$ cat config.mk
export PLATFORM = sky130hd
export DESIGN_NAME = rihs_sqrt
export DESIGN_NICKNAME = d
export VERILOG_FILES = /design/src/sv/rihs_pkg.sv /design/src/sv/rihs_sqrt.sv
export SDC_FILE = /design/constraint.sdc
export NUM_CORES = 1
export LEC_CHECK = 0
export ABC_AREA = 1
export BUFFER_PORTS_ARGS = -buffer_cell sky130_fd_sc_hd__buf_4
export CORE_ASPECT_RATIO = 2
export CORE_MARGIN = 2
export CORE_UTILIZATION = 60
export CTS_BUF_LIST = sky130_fd_sc_hd__clkbuf_8
export CTS_CLUSTER_SIZE = 20
export DETAILED_ROUTE_END_ITERATION = 10
export PLACE_DENSITY = 0.86
export SKIP_CTS_REPAIR_TIMING = 1
export SLEW_MARGIN = 20
export SYNTH_ARGS = -nofsm -noshare
export SYNTH_HDL_FRONTEND = slang
export SYNTH_SLANG_ARGS = --single-unit
$ cat constraint.sdc
create_clock -name aclk -period 2.4 [get_ports aclk]
set_input_delay 0.36 -clock aclk [delete_from_list [all_inputs] [get_ports aclk]]
set_output_delay 0.36 -clock aclk [all_outputs]
set_load 0.01 [all_outputs]
$ cat src/sv/rihs_pkg.sv
// ----------------------------------------------------------------------------
// rihs_pkg
// Shared constants, CORDIC angle table and flag type of the RGB to IHS
// pixel converter.
// ----------------------------------------------------------------------------
`default_nettype none

package rihs_pkg;

    localparam int DEF_COMPONENT_BITS    = 8;
    localparam int DEF_HUE_FRACTION_BITS = 6;
    localparam int DEF_SAT_FRACTION_BITS = 4;

    // Vectoring iterations and the Q30 scale of the chroma vector
    localparam int CORDIC_STEPS = 30;
    localparam int Q30_SHIFT    = 30;
    localparam logic signed [32:0] SQRT3_Q30 = 33'sd1859775393;

    // Binary angles: a full turn is 2^32
    localparam logic [31:0] Z_HALF_TURN = 32'h8000_0000;
    localparam logic [31:0] ROUND_HALF  = 32'h8000_0000;

    localparam int HUE_DEGREES  = 360;
    localparam int HUE_INT_BITS = 9;

    // atan(2^-i) as a fraction of a full turn, scaled by 2^32
    localparam logic [31:0] ATAN_TURN [CORDIC_STEPS] = '{
        32'h20000000, 32'h12E4051E, 32'h09FB385B, 32'h051111D4, 32'h028B0D43,
        32'h0145D7E1, 32'h00A2F61E, 32'h00517C55, 32'h0028BE53, 32'h00145F2F,
        32'h000A2F98, 32'h000517CC, 32'h00028BE6, 32'h000145F3, 32'h0000A2FA,
        32'h0000517D, 32'h000028BE, 32'h0000145F, 32'h00000A30, 32'h00000518,
        32'h0000028C, 32'h00000146, 32'h000000A3, 32'h00000051, 32'h00000029,
        32'h00000014, 32'h0000000A, 32'h00000005, 32'h00000003, 32'h00000001
    };

    // Per-pixel control bits that travel with the data
    typedef struct packed {
        logic valid;
        logic neg;   // vector pre-rotated by a half turn
        logic gray;  // red = green = blue
    } rihs_flags_t;

endpackage

`default_nettype wire

$ cat src/sv/rihs_sqrt.sv
// ----------------------------------------------------------------------------
// rihs_sqrt
// Pipelined digit-by-digit square root of the scaled chroma energy,
// one result bit per stage, then round to nearest.
// ----------------------------------------------------------------------------
`default_nettype none

module rihs_sqrt
    import rihs_pkg::*;
#(
    parameter int COMPONENT_BITS    = DEF_COMPONENT_BITS,
    parameter int SAT_FRACTION_BITS = DEF_SAT_FRACTION_BITS
) (
    input  wire logic                                   aclk,
    input  wire logic                                   en,
    input  wire logic [2*COMPONENT_BITS+1:0]            q,
    output logic [COMPONENT_BITS+SAT_FRACTION_BITS-1:0] saturation
);

    localparam int QW = 2 * COMPONENT_BITS + 2;
    localparam int MW = QW + 2 * SAT_FRACTION_BITS;
    localparam int RS = MW / 2;
    localparam int SW = COMPONENT_BITS + SAT_FRACTION_BITS;

    logic [MW-1:0] rem_reg [0:RS];
    logic [MW-1:0] res_reg [0:RS];
    logic [MW-1:0] rem_next [RS];
    logic [MW-1:0] res_next [RS];
    logic [MW:0]   trial [RS];
    logic [MW-1:0] bit_k [RS];
    logic [RS:0]   rounded;
    logic [SW-1:0] sat_reg;

    always_comb begin
        for (int k = 0; k < RS; k++) begin
            bit_k[k] = MW'(1) << (MW - 2 - 2 * k);
            trial[k] = {1'b0, res_reg[k]} + {1'b0, bit_k[k]};
            if ({1'b0, rem_reg[k]} >= trial[k]) begin
                rem_next[k] = rem_reg[k] - trial[k][MW-1:0];
                res_next[k] = (res_reg[k] >> 1) + bit_k[k];
            end else begin
                rem_next[k] = rem_reg[k];
                res_next[k] = res_reg[k] >> 1;
            end
        end
        rounded = {1'b0, res_reg[RS][RS-1:0]} + (RS+1)'(1);
    end

    always_ff @(posedge aclk) begin
        if (en) begin
            rem_reg[0] <= {q, {(2*SAT_FRACTION_BITS){1'b0}}};
            res_reg[0] <= '0;
            for (int k = 0; k < RS; k++) begin
                rem_reg[k+1] <= rem_next[k];
                res_reg[k+1] <= res_next[k];
            end
            sat_reg <= rounded[SW:1];
        end
    end

    assign saturation = sat_reg;

endmodule

`default_nettype wire

After elaboration in Yosys (flattened, before gate mapping) --
Memory sizes are Yosys's and may differ from the RTL's. Index checks and enable logic that the tools add are counted.
Storage, ports and cells: register bits 12, latch bits 0, memory bits (writable) 728, ROM bits 0, output and inout bits 12, memories 2
Operators by class: add/sub/neg operators 40, multiply operators 0, divide/modulo/power cells 0, magnitude comparators 13, equality and inequality tests 0, shift operators 0, mux-type cells 28, bitwise gates (word level) 0, reductions and logical operators 0
Memories:
- rem_reg | words 14, width 26, rd ports 13, clocked after memory_dff 0, write ports 14, line rihs_sqrt.sv:25 | logic [MW-1:0] rem_reg [0:RS];
- res_reg | words 14, width 26, rd ports 14, clocked after memory_dff 0, write ports 14, line rihs_sqrt.sv:26 | logic [MW-1:0] res_reg [0:RS];
Operator list (number):
- $mux 26 | 26
- $ge 26x27->1 | 13
- $sub 26x26->26 | 13
- $add 26x1->27 const B | 1
- $add 26x11->27 const B | 1
- $add 26x13->27 const B | 1
- $add 26x15->27 const B | 1
- $add 26x17->27 const B | 1
- $add 26x19->27 const B | 1
- $add 26x21->27 const B | 1
- $add 26x23->27 const B | 1
- $add 26x25->27 const B | 1
- $add 26x3->27 const B | 1
- $add 26x5->27 const B | 1
- $add 26x7->27 const B | 1
- $add 26x9->27 const B | 1
- $add 25x1->26 const B | 1
- $add 25x11->26 const B | 1
- $add 25x13->26 const B | 1
- $add 25x15->26 const B | 1
- $add 25x17->26 const B | 1
- $add 25x19->26 const B | 1
- $add 25x21->26 const B | 1
- $add 25x23->26 const B | 1
- other kinds (7) | 8

Longest topological paths before layout --
An unclocked memory read counts as a cell.
depth in word-level cells 4, mapped depth 13, gate-level depth less buffers 13

Worst setup path before layout --
Ideal clock, no wire load.
path kind flip-flop to flip-flop, start point memory rem_reg[2][82] (netlist bit), end point memory rem_reg[3][16] (netlist bit) (data pin), arrival 1.704 ns, data required time 2.146 ns, path slack 0.442 ns, cell stages (with the launch flop) 11, path buffers 0, period minus slack after synthesis 1.958 ns, path through edfxtp_1 ha_1 fa_1 nand3_1 nand3_1 nand3_1 nand2_1 nand2_1 nand2_1 nand2_1 a21oi_2
RTL lines (line):
- start, declared | rihs_sqrt.sv:25

==> results.md <==
* Largest net degree at the start of global routing at 68
* Vias in the first global route at 14700
* Status: finished clean
* Crit path capture type: register
* Post-synthesis sequential area ratio at 55.4%
* GPL Wtd Cong at 0.974
* Clk slew on worst S/H paths at 70 ps
* Skew final at 23.2 ps
* CP top delay family: compound AO/OA/AOI/OAI gates
* Hold Fails Final Rpt at 0
* Clk Latency, worst-skew pair at 590 ps
* Unrepaired setup endpoints after global routing: no
* FF-to-FF End: rem_reg[2][46]
* Mapped Avg Cell Area at 9.80 µm²
* Leakage at 8.93 nW
* Final TNS setup at 0 ps
* Async SR Flop Fraction at 0%
* Detailed-route wire length at 46400 µm
* Hold path endpoint: rem_reg[2][50]
* Total congestion overflow at 0
* Final WS setup at 122 ps
* Post-DR vias/cell at 5.59
* Max incr delay on CP at 400 ps
* Post-Syn Area at 18800 µm²
* CP required at 2730 ps
* Peak supply drop at 0.000695 V
* CTS tree: yes
* Initial antenna violation count at 1
* Ys Warns at 0
* Hold wc startpoint: en
* Final period demand of the worst path at 2280 ps
* #FFs+latches synth at 346
* Final net count at 2138
* Area Overhead vs Synth at 10.2%
* Buffers on Ports at 31
* Worst EP arrival at 2610 ps
* Reg-to-reg startpoint: res_reg[1][14]
* HP Class: in -> reg
* Slew @ Worst Pin at 667 ps
* CTS Buf Count at 48
* Post-synth top flop: edfxtp_1
* CP Launch Type: register
* Largest register FFs at 243
* Core Util, Final at 67.0%
* Cell area after layout at 20700 µm²
* Hold Slack at 181 ps
* Maximum clock rate at 0.439 GHz
* Die width at 129 µm
* Placement Cell Area at 19600 µm²
* Cells after synthesis at 1916
* DIE HEIGHT at 254 µm
* Total power at 16.8 mW
* Slew headroom at 55.1%
* Critical path type: reg -> reg
* # rows at 91
* Share of layout cells above drive strength 1 at 11.8%
* Crit path max-delay cell type: edfxtp_1
* Slew Limit Fails at 0
* All-layer global routing usage at 28.9%
* Max_cap viols at 0
* Worst reg-to-reg path cell count at 10
* Commonest non-fill, non-tap cell in the layout: nand2_1
* Core ar. at 30900 µm²
* Fin cells at 2476
* Hpwl dp at 35200 µm
* Dpl cells at 2371
* Initial Util at 60.8%
* Dpl ws at 139 ps
* First-pass GRT wire length at 71300 µm
* Most frequent cells in the layout: nand2_1, edfxtp_1, inv_1
* DR WL/cell at 18.7 µm
* Hold Crit Depth at 1
* Die area at 32800 µm²
* Clk root buf: clkbuf_8
* Period utilization at 94.9%
* DR DRC count at 0
* Maximum level of the CTS H-tree at 2
* Top-Level Pins at 32
* Reg2reg setup slack at 120 ps
* WP buf/inv at 3
* Via count at 13800
* PwrDens at 814 nW/µm²
* Worst Path Max Fanout at 16
* Max clock buf depth at 3
* Post-synth EDFFs at 346
* Setup-failing EPs final at 0
* Post-synth cell types at 53
* Final ANT Viol Nets at 0
* DR iter-0 viols at 768
* 1st-pass router iterations at 6
* CP cell instances: inv_1, ha_1, nand2_2, inv_2, a21oi_4, nand2_2, a21oi_2, nand2_4, inv_6, a21oi_2
* Clk sink count at 346
* Syn Nets at 2033
-- worst max-delay path by stage --
stage / start / to / slack, ps / cells past startpoint
after CTS: res_reg[1][84] / rem_reg[3][12] / 120 / 10
after global placement: res_reg[0][196] / rem_reg[2][17] / 150 / 9
after global routing: res_reg[1][62] / rem_reg[2][103] / 1 / 10
after floorplan: rem_reg[2][82] / rem_reg[3][16] / 440 / 10
after detailed placement: res_reg[1][84] / rem_reg[3][12] / 140 / 10
final: res_reg[1][14] / rem_reg[2][46] / 120 / 10
-- kinds of logic after synthesis --
kind of cell    share of synthesized area [%]
simple gates                             21.7
flops                                    55.4
buf+inv                                  6.64
compound gates                           6.08
fa+ha+maj                                6.59
xor+xnor                                 3.69
-- layer usage --
metal  wire [µm]  vias up  track usage (%)
met4        4750        0             26.6
met1       13100     6490             22.1
li1            -     6612                -
met3        1690      245             4.05
met5           0        -                0
met2       26900      493             57.8
-- power by group --
| part | total [mW] | internal, mW | switching [mW] |
|---|---|---|---|
| combinational | 4.21 | 1.48 | 2.74 |
| clock | 4.41 | 2.13 | 2.27 |
| sequential | 8.21 | 7.64 | 0.562 |
-- Yosys cell counts (all sizes together) (7+ instances only) --
| cell | count | area [µm²] |
|---|---|---|
| nand3 | 108 | 563 |
| xnor2 | 34 | 298 |
| nand4 | 35 | 225 |
| o21ai | 75 | 443 |
| ha | 94 | 1180 |
| a21o | 7 | 52.6 |
| nand3b | 20 | 163 |
| inv | 284 | 1080 |
| nor3 | 32 | 196 |
| xor2 | 45 | 394 |
| edfxtp | 346 | 10400 |
| or2 | 12 | 75.1 |
| nor2 | 171 | 677 |
| nor4 | 10 | 62.6 |
| nand2 | 517 | 2040 |
| a21oi | 87 | 544 |
| buf | 14 | 168 |
-- final cells by class --
cell class                      instances  area, µm²
Tap cell                              418        523
Multi-Input combinational cell       1272       7150
Clock buffer                           49        674
Sequential cell                       346      10400
Clock inverter                         37        220
Inverter                              284       1080
Fill cell                            2237      10200
Antenna cell                            1       2.50
Timing Repair Buffer                   69        633
(Power assumes the default switching activity.)
