### src/sv/rihs_pkg.sv
// ----------------------------------------------------------------------------
// rihs_pkg
// Shared constants, CORDIC angle table and flag type of the RGB to IHS
// pixel converter.
// ----------------------------------------------------------------------------
`default_nettype none

package rihs_pkg;

    localparam int DEF_COMPONENT_BITS    = 8;
    localparam int DEF_HUE_FRACTION_BITS = 6;
    localparam int DEF_SAT_FRACTION_BITS = 4;

    // Vectoring iterations and the Q30 scale of the chroma vector
    localparam int CORDIC_STEPS = 30;
    localparam int Q30_SHIFT    = 30;
    localparam logic signed [32:0] SQRT3_Q30 = 33'sd1859775393;

    // Binary angles: a full turn is 2^32
    localparam logic [31:0] Z_HALF_TURN = 32'h8000_0000;
    localparam logic [31:0] ROUND_HALF  = 32'h8000_0000;

    localparam int HUE_DEGREES  = 360;
    localparam int HUE_INT_BITS = 9;

    // atan(2^-i) as a fraction of a full turn, scaled by 2^32
    localparam logic [31:0] ATAN_TURN [CORDIC_STEPS] = '{
        32'h20000000, 32'h12E4051E, 32'h09FB385B, 32'h051111D4, 32'h028B0D43,
        32'h0145D7E1, 32'h00A2F61E, 32'h00517C55, 32'h0028BE53, 32'h00145F2F,
        32'h000A2F98, 32'h000517CC, 32'h00028BE6, 32'h000145F3, 32'h0000A2FA,
        32'h0000517D, 32'h000028BE, 32'h0000145F, 32'h00000A30, 32'h00000518,
        32'h0000028C, 32'h00000146, 32'h000000A3, 32'h00000051, 32'h00000029,
        32'h00000014, 32'h0000000A, 32'h00000005, 32'h00000003, 32'h00000001
    };

    // Per-pixel control bits that travel with the data
    typedef struct packed {
        logic valid;
        logic neg;   // vector pre-rotated by a half turn
        logic gray;  // red = green = blue
    } rihs_flags_t;

endpackage

`default_nettype wire

### src/sv/rihs_front.sv
// ----------------------------------------------------------------------------
// rihs_front
// Three-stage front end: chroma vector, squared magnitude and intensity.
// ----------------------------------------------------------------------------
`default_nettype none

module rihs_front
    import rihs_pkg::*;
#(
    parameter int COMPONENT_BITS = DEF_COMPONENT_BITS
) (
    input  wire logic                            aclk,
    input  wire logic                            aresetn,
    input  wire logic                            en,
    input  wire logic                            in_valid,
    input  wire logic [COMPONENT_BITS-1:0]       red,
    input  wire logic [COMPONENT_BITS-1:0]       green,
    input  wire logic [COMPONENT_BITS-1:0]       blue,
    output rihs_flags_t                          flags,
    output logic signed [COMPONENT_BITS+33:0]    x0,
    output logic signed [COMPONENT_BITS+33:0]    y0,
    output logic [2*COMPONENT_BITS+1:0]          q,
    output logic [COMPONENT_BITS+1:0]            intensity
);

    localparam int CB       = COMPONENT_BITS;
    localparam int XW       = CB + 34;
    localparam int QW       = 2 * CB + 2;
    localparam int NW       = CB + 4;
    localparam int IW       = CB + 2;
    localparam int DivShift = NW + 2;
    localparam int PW       = NW + DivShift;
    localparam logic [DivShift-1:0] DivRecip = DivShift'((64'd1 << DivShift) / 64'd3);

    // Stage 1
    logic signed [CB+2:0] a_full;
    logic signed [CB+1:0] d_full;
    logic signed [CB+2:0] a_abs_full;
    logic signed [CB+1:0] d_adj_full;
    logic [CB+1:0]        sum;

    logic                 v1_reg, neg1_reg, gray1_reg;
    logic [CB:0]          abs_a1_reg;
    logic signed [CB:0]   dn1_reg;
    logic [NW-1:0]        n1_reg;

    // Stage 2
    logic                 v2_reg, neg2_reg, gray2_reg;
    logic signed [XW-1:0] x2_reg, y2_reg;
    logic [QW-1:0]        sqa2_reg, sqd2_reg;
    logic [NW-1:0]        n2_reg;
    logic [PW-1:0]        prod2_reg;
    logic signed [QW-1:0] sqd_full;

    // Stage 3
    logic                 v3_reg, neg3_reg, gray3_reg;
    logic signed [XW-1:0] x3_reg, y3_reg;
    logic [QW-1:0]        q3_reg;
    logic [IW-1:0]        int3_reg;
    logic [NW-1:0]        qe, rem3;

    always_comb begin
        a_full     = $signed({2'b00, blue, 1'b0}) - $signed({3'b000, red})
                   - $signed({3'b000, green});
        d_full     = $signed({2'b00, red}) - $signed({2'b00, green});
        a_abs_full = a_full[CB+2] ? -a_full : a_full;
        d_adj_full = a_full[CB+2] ? -d_full : d_full;
        sum        = (CB+2)'(red) + (CB+2)'(green) + (CB+2)'(blue);
    end

    always_ff @(posedge aclk) begin
        if (en) begin
            neg1_reg   <= a_full[CB+2];
            gray1_reg  <= (a_full == '0) && (d_full == '0);
            abs_a1_reg <= a_abs_full[CB:0];
            dn1_reg    <= d_adj_full[CB:0];
            n1_reg     <= {sum, 2'b00} + NW'(1);
        end
    end

    assign sqd_full = QW'(dn1_reg) * QW'(dn1_reg);

    always_ff @(posedge aclk) begin
        if (en) begin
            neg2_reg  <= neg1_reg;
            gray2_reg <= gray1_reg;
            x2_reg    <= $signed(XW'({abs_a1_reg, {Q30_SHIFT{1'b0}}}));
            y2_reg    <= XW'(dn1_reg) * SQRT3_Q30;
            sqa2_reg  <= QW'(abs_a1_reg) * QW'(abs_a1_reg);
            sqd2_reg  <= $unsigned(sqd_full);
            n2_reg    <= n1_reg;
            prod2_reg <= PW'(n1_reg) * PW'(DivRecip);
        end
    end

    // Reciprocal estimate is exact or one low; fix it with one compare
    always_comb begin
        qe   = prod2_reg[PW-1:DivShift];
        rem3 = n2_reg - (qe + (qe << 1));
    end

    always_ff @(posedge aclk) begin
        if (en) begin
            neg3_reg  <= neg2_reg;
            gray3_reg <= gray2_reg;
            x3_reg    <= x2_reg;
            y3_reg    <= y2_reg;
            q3_reg    <= sqa2_reg + sqd2_reg + (sqd2_reg << 1);
            int3_reg  <= (rem3 >= NW'(3)) ? IW'(qe + NW'(1)) : IW'(qe);
        end
    end

    always_ff @(posedge aclk) begin
        if (!aresetn) begin
            v1_reg <= 1'b0;
            v2_reg <= 1'b0;
            v3_reg <= 1'b0;
        end else if (en) begin
            v1_reg <= in_valid;
            v2_reg <= v1_reg;
            v3_reg <= v2_reg;
        end
    end

    assign flags     = '{valid: v3_reg, neg: neg3_reg, gray: gray3_reg};
    assign x0        = x3_reg;
    assign y0        = y3_reg;
    assign q         = q3_reg;
    assign intensity = int3_reg;

endmodule

`default_nettype wire

### config.mk
export PLATFORM = sky130hd
export DESIGN_NAME = rihs_front
export DESIGN_NICKNAME = d
export VERILOG_FILES = /design/src/sv/rihs_pkg.sv /design/src/sv/rihs_front.sv
export SDC_FILE = /design/constraint.sdc
export NUM_CORES = 1
export LEC_CHECK = 0
export BUFFER_PORTS_ARGS = -buffer_cell sky130_fd_sc_hd__buf_2
export CAP_MARGIN = 20
export CORE_MARGIN = 5
export CORE_UTILIZATION = 64
export CTS_BUF_LIST = sky130_fd_sc_hd__clkbuf_4
export DETAILED_ROUTE_END_ITERATION = 10
export GPL_TIMING_DRIVEN = 0
export PLACE_DENSITY_LB_ADDON = 0.25
export SLEW_MARGIN = 5
export SYNTH_ARGS = -nofsm -noshare
export SYNTH_HDL_FRONTEND = slang
export SYNTH_SLANG_ARGS = --single-unit
### constraint.sdc
create_clock -name aclk -period 7.69 [get_ports aclk]
set_input_delay 0.769 -clock aclk [delete_from_list [all_inputs] [get_ports aclk]]
set_output_delay 0.769 -clock aclk [all_outputs]
set_load 0.05 [all_outputs]
### Word level (Yosys, flattened, before mapping)

Cells that the tools add are included.

* bits in registers: 242
* bits in latches: 0
* RAM bits: 0
* memory bits (read-only): 0
* input port bits: 28
* output and inout bits: 115
* word-level logic and storage cells: 46
* memories: 0

* add/subtract/negate cells: 13
* $mul: 4
* divide/modulo/power cells: 0
* $lt $le $gt $ge: 1
* equality and inequality tests: 0
* shift-type cells: 0
* mux-type cells: 3
* bitwise operators: 0
* reductions and logical operators: 3

Operators by type and width (count)
* $mul 9x32->41 const B: 1
* $add 18x18->18: 2
* $mul 9x9->18: 2
* $mul 12x13->25 const B: 1
* $mux 9: 2
* $neg 9->9: 2
* $add 11x12->12: 1
* $add 12x1->12 const B: 1
* $ge 12x2->1 const B: 1
* $sub 12x12->12: 1
* $logic_not 11->1: 1
* $sub 10x9->11: 1
* $add 10x1->10 const B: 1
* $add 9x8->10: 1
* $logic_not 10->1: 1
* $mux 10: 1
* $sub 9x8->10: 1
* $add 8x8->9: 1
* $sub 8x8->9: 1
* $logic_and 1x1->1: 1

### Depth between registers and ports, before layout

Gate-level depths: netlist of run 1.

* word-level depth: 4
* mapped depth: 23
* depth with buffers taken out: 22

### Worst setup path before layout of run 1

No wires, ideal clock.

* path type: reg2reg
* start: register dn1_reg[8]
* end: register sqd2_reg[17] (data pin)
* arrival: 5.285 ns
* setup slack: 2.137 ns
* cell stages (with the launch flop): 20
* period minus slack after synthesis: 5.553 ns
* path through: edfxtp_1 inv_1 clkbuf_1 nor2_1 fa_1 inv_1 fa_1 inv_1 fa_1 fa_1 fa_1 ha_1 a21oi_1 o21bai_1 a21oi_1 nor2b_1 o2111ai_1 nand2_1 o41ai_1 xnor2_1

* word-level cells in the longest chain between the ends: 1

Ends and longest elaborated chain
* start: declaration: line rihs_front.sv:44 `logic signed [CB:0] dn1_reg;`
* start signal: assignment: line rihs_front.sv:76 `dn1_reg <= d_adj_full[CB:0];`
* $mul 9x9->18: line rihs_front.sv:81 `assign sqd_full = QW'(dn1_reg) * QW'(dn1_reg);`
* named net sqd_full[17]: line rihs_front.sv:53 `logic signed [QW-1:0] sqd_full;`
* end signal: assignment: line rihs_front.sv:90 `sqd2_reg <= $unsigned(sqd_full);`
* end: declaration: line rihs_front.sv:50 `logic [QW-1:0] sqa2_reg, sqd2_reg;`

The timed path passes the listed nets, and every way through them passes these cells.
A chain may end at the register's enable or synchronous reset.

==> results.json, run 1 <==
{
  "antenna_found_initial": 2,
  "cp_data_required_time_ns": 8.19,
  "grt_pass1_vias": 15100,
  "post-dp-hpwl_mm": 33.6,
  "finClkSkew_ns": 0.0537,
  "cts-root-buf": "clkbuf_4",
  "drt-total-wl_mm": 41.3,
  "start_util_pct": 64.4,
  "gp_congestion": 0.953,
  "die_w_um": 193,
  "core_area_mm2": 0.0333,
  "arrival_ns": 7.34,
  "first_pass_iters": 5,
  "yosysSeqAreaShare_pct": 29.7,
  "max_freq_ghz": 0.146,
  "worst_pin_slew_ns": 0.822,
  "die_area_mm2": 0.0372,
  "syn_area_mm2": 0.0214,
  "grt_overflow": 0,
  "row_count": 67,
  "ys_ff_latch": 213,
  "status": "finished clean",
  "period_share_pct": 88.9,
  "nets": 2722,
  "cts_tree": "done",
  "grt_pass1_wl_mm": 70.0,
  "finalSetupViolations": 0,
  "path_class": "reg -> reg",
  "ys.flop_type": "edfxtp_1",
  "area_delta_synth_final_pct": 9.05,
  "numPortBuffers": 107,
  "endpoint_kind": "flop",
  "die_y_um": 193,
  "layout-drive-gt1-share_pct": 11.4,
  "finalMaxSlewViolations": 0,
  "synth-async-reset-ratio_pct": 0,
  "hold_viol": 0,
  "drc": 0,
  "rsz0062_at_grt": "false",
  "synth_edf_count": 210,
  "wl_per_cell_um": 15.7,
  "cts.sinks": 213,
  "synth.distinct_cells": 61,
  "cts_resized": 0,
  "period_minus_slack_ns": 6.84,
  "drt-initial-drc-count": 499,
  "ys_warn_count": 0,
  "hp-class": "in -> reg",
  "cts_inserted_buffers": 57,
  "relSlewSlack_pct": 45.2,
  "fin_setup_tns_ns": 0,
  "vias": 14000,
  "drv_cap": 0,
  "ios": 143,
  "clk-insertion-delay-late_ns": 0.79,
  "drtAntennaViolNets": 0,
  "avgSynthCellArea_um2": 11.0,
  "post_cts.repair.setup_buffers": 0,
  "cp-start-kind": "flop",
  "cp_max_fo": 10,
  "grt_max_degree": 126,
  "n_fill_cell": 2542,
  "via_per_inst": 5.32,
  "grt.total_usage_pct": 23.6,
  "clk_pin_slew_ns": 0.06,
  "cts_max_level": 2,
  "cts_buffer_depth": 3,
  "syn_inst": 1941,
  "hold_buffers": 0
}
-- worst max-delay path, stage by stage, from the launching register on --
cell       delay, ns
edfxtp_1        0.58
clkbuf_1        0.47
inv_1           0.35
ha_1            0.48
inv_1           0.17
ha_1            0.37
ha_1            0.31
ha_1            0.32
inv_1           0.08
fa_1            0.42
inv_1           0.07
ha_1            0.18
inv_1           0.06
fa_1            0.38
nand2b_1        0.18
a211o_1         0.30
a211oi_1        0.45
o21bai_1        0.30
o2111ai_1       0.34
nand3_1         0.18
a31oi_1         0.26
mux2i_1         0.21
nand2_1         0.06
-- metal layers --
layer	wire length, um	GRT usage [%]
met1	16500	27.8
met2	21700	43.1
met3	1620	3.76
met4	1470	9.42
met5	9	0
-- layout by cell type, fill, tap and decap left out, types with 20 or more instances in the layout --
cell type	synthesis	final
a21o_1	28	28
a21oi_1	75	75
and2_1	29	29
buf_2	0	106
buf_4	40	40
clkbuf_4	0	78
conb_1	1	35
edfxtp_1	210	210
fa_1	240	240
ha_1	312	312
inv_1	407	407
nand2_1	68	68
nor2_1	102	102
nor2b_1	29	29
nor3_1	20	20
o21ai_0	49	49
xnor2_1	96	96
xor2_1	34	34
-- worst paths after layout --
path | cells past startpoint | end | slack, ns | from
max | 22 | y2_reg[40] | 0.85 | abs_a1_reg[0]
min reg2reg | 0 | y0[3] | 0.40 | y2_reg[3]
min | 2 | v2_reg | 0.26 | aresetn
max reg2reg | 22 | y2_reg[40] | 0.85 | abs_a1_reg[0]
-- cells by family after synthesis --
logic type | share of synthesized area [%]
adder cells (fa/ha/maj) | 40.7
buffers and inverters | 8.76
AND/OR/NAND/NOR | 7.08
AO/OA/AOI/OAI | 7.96
flip-flops | 29.7
XOR/XNOR | 5.32
multiplexers | 0.485
other | 0.0175
-- Yosys cell counts (4+ instances only) --
| cell type | count | area [um2] |
|---|---|---|
| inv_1 | 407 | 1530 |
| ha_1 | 312 | 3900 |
| fa_1 | 240 | 4800 |
| edfxtp_1 | 210 | 6310 |
| nor2_1 | 102 | 383 |
| xnor2_1 | 96 | 841 |
| a21oi_1 | 75 | 375 |
| nand2_1 | 68 | 255 |
| o21ai_0 | 49 | 245 |
| buf_4 | 40 | 300 |
| xor2_1 | 34 | 298 |
| and2_1 | 29 | 181 |
| nor2b_1 | 29 | 181 |
| a21o_1 | 28 | 210 |
| nor3_1 | 20 | 100 |
| nand3_1 | 18 | 90.1 |
| o21a_1 | 18 | 135 |
| o21bai_1 | 14 | 105 |
| a211oi_1 | 12 | 90.1 |
| a31oi_1 | 9 | 56.3 |
| and3_1 | 9 | 56.3 |
| clkbuf_1 | 9 | 33.8 |
| nand2b_1 | 9 | 56.3 |
| or2_2 | 9 | 56.3 |
| or3_1 | 9 | 56.3 |
| mux2i_1 | 7 | 70.1 |
| a21boi_0 | 6 | 45.0 |
| o211ai_1 | 6 | 45.0 |
| nand4_1 | 5 | 31.3 |
| o2111ai_1 | 5 | 43.8 |
| a2111oi_0 | 4 | 35.0 |
| a211o_1 | 4 | 35.0 |
| o31a_1 | 4 | 35.0 |
-- final cells by class --
type,instances,area [um2],share of cell area [%]
clock inverter,15,90.1,0.386
sequential,213,6370,27.3
inverter,408,1530,6.56
antenna,1,2.50,0.0107
multi-input combinational,1304,13300,57.0
clock buffer,78,586,2.51
timing repair buffer,108,573,2.45
tap,448,561,2.40
buffer,50,345,1.48
-- through the flow --
step                      hold WS (ns)  std cells  area, um2  setup slack [ns]  util [%]
after global routing             0.185       2625      23400             0.320      70.2
after floorplan                  0.400       1975      21500              2.14         -
after global placement           0.402       2530      22600              1.07      68.0
after CTS                        0.170       2624      23400             0.910      70.2
after detailed placement         0.405       2531      22700             0.948      68.1
final                            0.261       2625      23400             0.850      70.2
Power of run 1 is left out: the tool's default activity adds up to more than one toggle a clock period on the data nets, which glitch-free logic cannot reach.
==> run 2, diff against run 1 <==
--- a/config.mk
+++ b/config.mk
@@ -8,8 +8,8 @@
 export BUFFER_PORTS_ARGS = -buffer_cell sky130_fd_sc_hd__buf_2
 export CAP_MARGIN = 20
 export CORE_MARGIN = 5
-export CORE_UTILIZATION = 64
-export CTS_BUF_LIST = sky130_fd_sc_hd__clkbuf_4
+export CORE_UTILIZATION = 63
+export CTS_BUF_LIST = sky130_fd_sc_hd__clkbuf_16
 export DETAILED_ROUTE_END_ITERATION = 10
 export GPL_TIMING_DRIVEN = 0
 export PLACE_DENSITY_LB_ADDON = 0.25
==> run 2 against run 1 <==
Against the previous run:
- sequential cell count unchanged
- first-iteration DRC count increased by 13%
- design area increased by 0.69%
- die area increased by 1.5%
- utilization hardly changed
- clock-buffer cell count down 53
- critical endpoint unchanged
==> results.json, run 2 (same netlist as run 1, synthesis figures left out) <==
{
  "cts_tree": "done",
  "area_delta_synth_final_pct": 9.81,
  "path_class": "reg -> reg",
  "cp_max_fo": 10,
  "rsz0062_at_grt": "false",
  "mostFrequentLayoutCell": "inv_1",
  "cts_max_level": 1,
  "grt_max_degree": 126,
  "fin_cells": 2577,
  "cts_buffer_depth": 3,
  "die_w_um": 194,
  "hp-class": "reg -> reg",
  "multi_input_area_mm2": 0.0133,
  "grt.total_usage_pct": 22.5,
  "start_util_pct": 63.9,
  "period_share_pct": 87.1,
  "cp_data_required_time_ns": 7.97,
  "hold_ws_ns": 0.416,
  "dp_cells": 2531,
  "finalSetupViolations": 0,
  "vias": 13800,
  "cts_inserted_buffers": 25,
  "layout-drive-gt1-share_pct": 9.68,
  "holdPathStages": 0,
  "seqCellArea_mm2": 0.00637,
  "ios": 143,
  "core_area_mm2": 0.0335,
  "arrival_ns": 6.98,
  "nets": 2690,
  "final_cell_mix": "411 x inv_1, 312 x ha_1, 240 x fa_1, 210 x edfxtp_1, 106 x buf_2",
  "clk_pin_slew_ns": 0.06,
  "relSlewSlack_pct": 45.0,
  "die_area_mm2": 0.0378,
  "finClkSkew_ns": 0.0224,
  "grt_pass1_wl_mm": 70.3,
  "max_freq_ghz": 0.149,
  "first_pass_iters": 5,
  "status": "finished clean",
  "antenna_found_initial": 1,
  "final_util_pct": 70.1,
  "via_per_inst": 5.34,
  "cp-start-kind": "flop",
  "grt_overflow": 0,
  "row_count": 67,
  "n_fill_cell": 2461,
  "clk-insertion-delay-late_ns": 0.55,
  "wl_per_cell_um": 16.0,
  "drv_cap": 0,
  "drc": 0,
  "post_cts.repair.setup_buffers": 0,
  "slowest_stage": "edfxtp_1",
  "numPortBuffers": 107,
  "cts_resized": 0,
  "finalMaxSlewViolations": 0,
  "crit_path_cell_trace": "clkbuf_1 -> inv_1 -> ha_1 -> inv_1 -> ha_1 -> ha_1 -> ha_1 -> inv_1 -> fa_1 -> inv_1 -> ha_1 -> inv_1 -> fa_1 -> nand2b_1 -> a211o_1 -> a211oi_1 -> o21bai_1 -> o2111ai_1 -> nand3_1 -> a31oi_1 -> mux2i_1 -> nand2_1",
  "cts.sinks": 213,
  "hold_buffers": 0,
  "post-dp-hpwl_mm": 34.1,
  "period_minus_slack_ns": 6.70,
  "reg2regPathDepth": 22,
  "endpoint_kind": "flop",
  "drt-initial-drc-count": 565,
  "cts-root-buf": "clkbuf_16",
  "drt-total-wl_mm": 41.3,
  "slowest_delay_ns": 0.58,
  "grt_pass1_vias": 14700,
  "worst_pin_slew_ns": 0.826,
  "diodes": 0,
  "drtAntennaViolNets": 0,
  "hold_viol": 0,
  "gp_congestion": 0.935,
  "die_y_um": 194,
  "fin_setup_tns_ns": 0
}
==> run 2: changes by cell type in the layout (fill, tap and decap cells not counted), moves of 2 or more <==
cell | previous run | this run
bufinv_16 | 1 | 3
clkbuf_16 | 0 | 25
clkbuf_4 | 78 | 0
clkinv_1 | 11 | 2
clkinv_2 | 2 | 4
clkinv_4 | 0 | 2
clkinvlp_4 | 0 | 4
inv_1 | 407 | 411
==> run 2: metal layers <==
metal  vias up  routed length, um  track usage, %
met5         -                  7               0
met3        87               1540            2.72
met1      6699              16400            27.2
li1       6674                  -               -
met2       290              22100            42.3
met4         2               1220            6.25
==> run 2: path summary, 6_finish.rpt <==
| kind | startpoint | to | slack (ns) |
|---|---|---|---|
| setup / recovery | abs_a1_reg[0] | y2_reg[40] | 0.99 |
| hold / removal | y2_reg[8] | y0[8] | 0.42 |
| setup reg to reg | abs_a1_reg[0] | y2_reg[40] | 0.99 |
| hold reg to reg | y2_reg[8] | y0[8] | 0.42 |
==> run 2: cell type report <==
cell class                      count  area share, %
Clock inverter                     21          0.910
Inverter                          408           6.51
Timing Repair Buffer              108           2.44
Buffer                             50           1.47
Multi-Input combinational cell   1304           56.6
Sequential cell                   213           27.1
Clock buffer                       25           2.66
Tap cell                          448           2.38
==> run 2: per-stage QoR <==
stage	instance area, um2	worst slack, ns
floorplan	21500	2.14
global route	23500	0.523
detailed placement	22700	1.01
CTS	23500	0.981
finish	23500	0.992
global placement	22600	1.05
==> run 2: worst max-delay path, delay by kind of cell, from the launching register on <==
kind	cells	cell delay [ns]
AOI/OAI and AO/OA	5	1.62
buffers and inverters	6	1.18
DFF	1	0.58
adders and majority gates	7	2.40
and+or+nand+nor	3	0.41
muxes	1	0.23
Power of run 2 is left out for the same reason.
==> run 3, diff against run 2 <==
--- a/config.mk
+++ b/config.mk
@@ -8,10 +8,11 @@
 export BUFFER_PORTS_ARGS = -buffer_cell sky130_fd_sc_hd__buf_2
 export CAP_MARGIN = 20
 export CORE_MARGIN = 5
-export CORE_UTILIZATION = 63
+export CORE_UTILIZATION = 65
 export CTS_BUF_LIST = sky130_fd_sc_hd__clkbuf_16
 export DETAILED_ROUTE_END_ITERATION = 10
 export GPL_TIMING_DRIVEN = 0
+export HOLD_SLACK_MARGIN = 0.12
 export PLACE_DENSITY_LB_ADDON = 0.25
 export SLEW_MARGIN = 5
 export SYNTH_ARGS = -nofsm -noshare
==> constraint.sdc (replaced) <==
create_clock -name aclk -period 8.6 [get_ports aclk]
set_input_delay 0.86 -clock aclk [delete_from_list [all_inputs] [get_ports aclk]]
set_output_delay 0.86 -clock aclk [all_outputs]
set_load 0.05 [all_outputs]
==> run 3 against run 2 <==
Against the previous run:
- sequential cell count is the same
- utilization grew 1.9 points
- critical endpoint unchanged
- design area shrank 0.31%
==> results.json, run 3 (same netlist as run 1, synthesis figures left out) <==
{
  "status": "finished clean",
  "area_delta_synth_final_pct": 9.47,
  "grt_overflow": 0,
  "cp-start-kind": "flop",
  "holdPathStages": 0,
  "worst_pin_slew_ns": 0.816,
  "endpoint_kind": "flop",
  "cts_buffer_depth": 3,
  "layout-drive-gt1-share_pct": 9.50,
  "grtUsageMet1_pct": 28.3,
  "reg2reg_to": "y2_reg[40]",
  "die_area_mm2": 0.0367,
  "hp-start": "x2_reg[33]",
  "gr-usage-met3_pct": 2.98,
  "cp_data_required_time_ns": 8.88,
  "max_freq_ghz": 0.149,
  "drt-initial-drc-count": 506,
  "grt_pass1_wl_mm": 70.6,
  "vias": 13800,
  "clk_pin_slew_ns": 0.06,
  "cts-root-buf": "clkbuf_16",
  "slowest_stage": "edfxtp_1",
  "reg2regPathDepth": 22,
  "period_minus_slack_ns": 6.71,
  "hp-class": "reg -> reg",
  "clk-insertion-delay-late_ns": 0.54,
  "cp_max_fo": 10,
  "worst_r2r_startpoint": "abs_a1_reg[0]",
  "drc": 0,
  "grt_busiest_layer": "met2",
  "finalSetupViolations": 0,
  "arrival_ns": 6.99,
  "final_cell_mix": "412 x inv_1, 312 x ha_1, 240 x fa_1, 210 x edfxtp_1, 106 x buf_2",
  "cts_tree": "done",
  "slowest_delay_ns": 0.60,
  "ios": 143,
  "core_area_mm2": 0.0325,
  "r2r_slack_ns": 1.89,
  "crit_path_cell_trace": "clkbuf_1 -> inv_1 -> ha_1 -> inv_1 -> ha_1 -> ha_1 -> ha_1 -> inv_1 -> fa_1 -> inv_1 -> ha_1 -> inv_1 -> fa_1 -> nand2b_1 -> a211o_1 -> a211oi_1 -> o21bai_1 -> o2111ai_1 -> nand3_1 -> a31oi_1 -> mux2i_1 -> nand2_1",
  "fin_setup_tns_ns": 0,
  "diodes": 0,
  "holdPathEnd": "x0[33]",
  "die_y_um": 192,
  "numPortBuffers": 107,
  "rsz0062_at_grt": "false",
  "gp_congestion": 0.971,
  "period_share_pct": 78.0,
  "first_pass_iters": 5,
  "cts_resized": 0,
  "finClkSkew_ns": 0.00861,
  "drt-total-wl_mm": 41.2,
  "hold_viol": 0,
  "path_class": "reg -> reg",
  "antenna_found_initial": 1,
  "via_per_inst": 5.37,
  "start_util_pct": 65.8,
  "hold_buffers": 0,
  "cts.sinks": 213,
  "relSlewSlack_pct": 45.6,
  "die_w_um": 192,
  "finalMaxSlewViolations": 0,
  "grt.total_usage_pct": 23.7,
  "post-dp-hpwl_mm": 33.8,
  "grt_use_met2_pct": 44.1,
  "drv_cap": 0,
  "cts_max_level": 1,
  "wl_per_cell_um": 16.1,
  "cts_inserted_buffers": 25,
  "post_cts.repair.setup_buffers": 0,
  "row_count": 66,
  "grt_max_degree": 111,
  "mostFrequentLayoutCell": "inv_1",
  "nets": 2690,
  "grt_pass1_vias": 15100,
  "drtAntennaViolNets": 0
}
-- run 3: cell types whose count changed in the layout (fill, tap and decap cells not counted), sizes merged --
cell      delta
bufinv       -1
clkinvlp     -2
-- run 3: how the worst max path moves through the flow --
stage                     slack, ns  cells past startpoint      endpoint     startpoint
after floorplan                3.05                     19  sqd2_reg[17]     dn1_reg[8]
after global placement         1.98                     22    y2_reg[40]  abs_a1_reg[0]
after detailed placement       1.95                     22    y2_reg[40]  abs_a1_reg[0]
after CTS                      1.95                     22    y2_reg[40]  abs_a1_reg[0]
after global routing           1.47                     22    y2_reg[40]  abs_a1_reg[0]
final                          1.89                     22    y2_reg[40]  abs_a1_reg[0]
-- run 3: stage by stage --
step / utilization, % / area [um2] / setup slack, ns / hold WS (ns) / cells
after floorplan: - / 21500 / 3.05 / 0.400 / 1975
after global placement: 69.6 / 22600 / 1.98 / 0.404 / 2524
after detailed placement: 69.7 / 22700 / 1.95 / 0.405 / 2525
after CTS: 72.1 / 23400 / 1.95 / 0.417 / 2568
after global routing: 72.1 / 23400 / 1.47 / 0.421 / 2568
final: 72.1 / 23400 / 1.89 / 0.416 / 2568
-- run 3: final cells by class --
cell class                      instances  area, um2
Fill cell                            2378       9090
Buffer                                 50        345
Inverter                              408       1530
Tap cell                              442        553
Clock inverter                         18        149
Multi-Input combinational cell       1304      13300
Timing Repair Buffer                  108        573
Sequential cell                       213       6370
Clock buffer                           25        626
-- run 3: layer usage --
| metal | vias to the layer above | share of wire (%) |
|---|---|---|
| met5 | - | 0.032 |
| met4 | 2 | 4.0 |
| met3 | 113 | 4.3 |
| met2 | 284 | 52 |
| met1 | 6719 | 40 |
| li1 | 6680 | - |
-- run 3: critical path: cells and delay by family, from the launching register on --
| family | cells | cell delay (ns) |
|---|---|---|
| AO/OA/AOI/OAI | 5 | 1.62 |
| multiplexers | 1 | 0.21 |
| buffers and inverters | 6 | 1.19 |
| flip-flops | 1 | 0.60 |
| adder cells (fa/ha/maj) | 7 | 2.42 |
| AND/OR/NAND/NOR | 3 | 0.40 |
Power of run 3 is left out for the same reason.
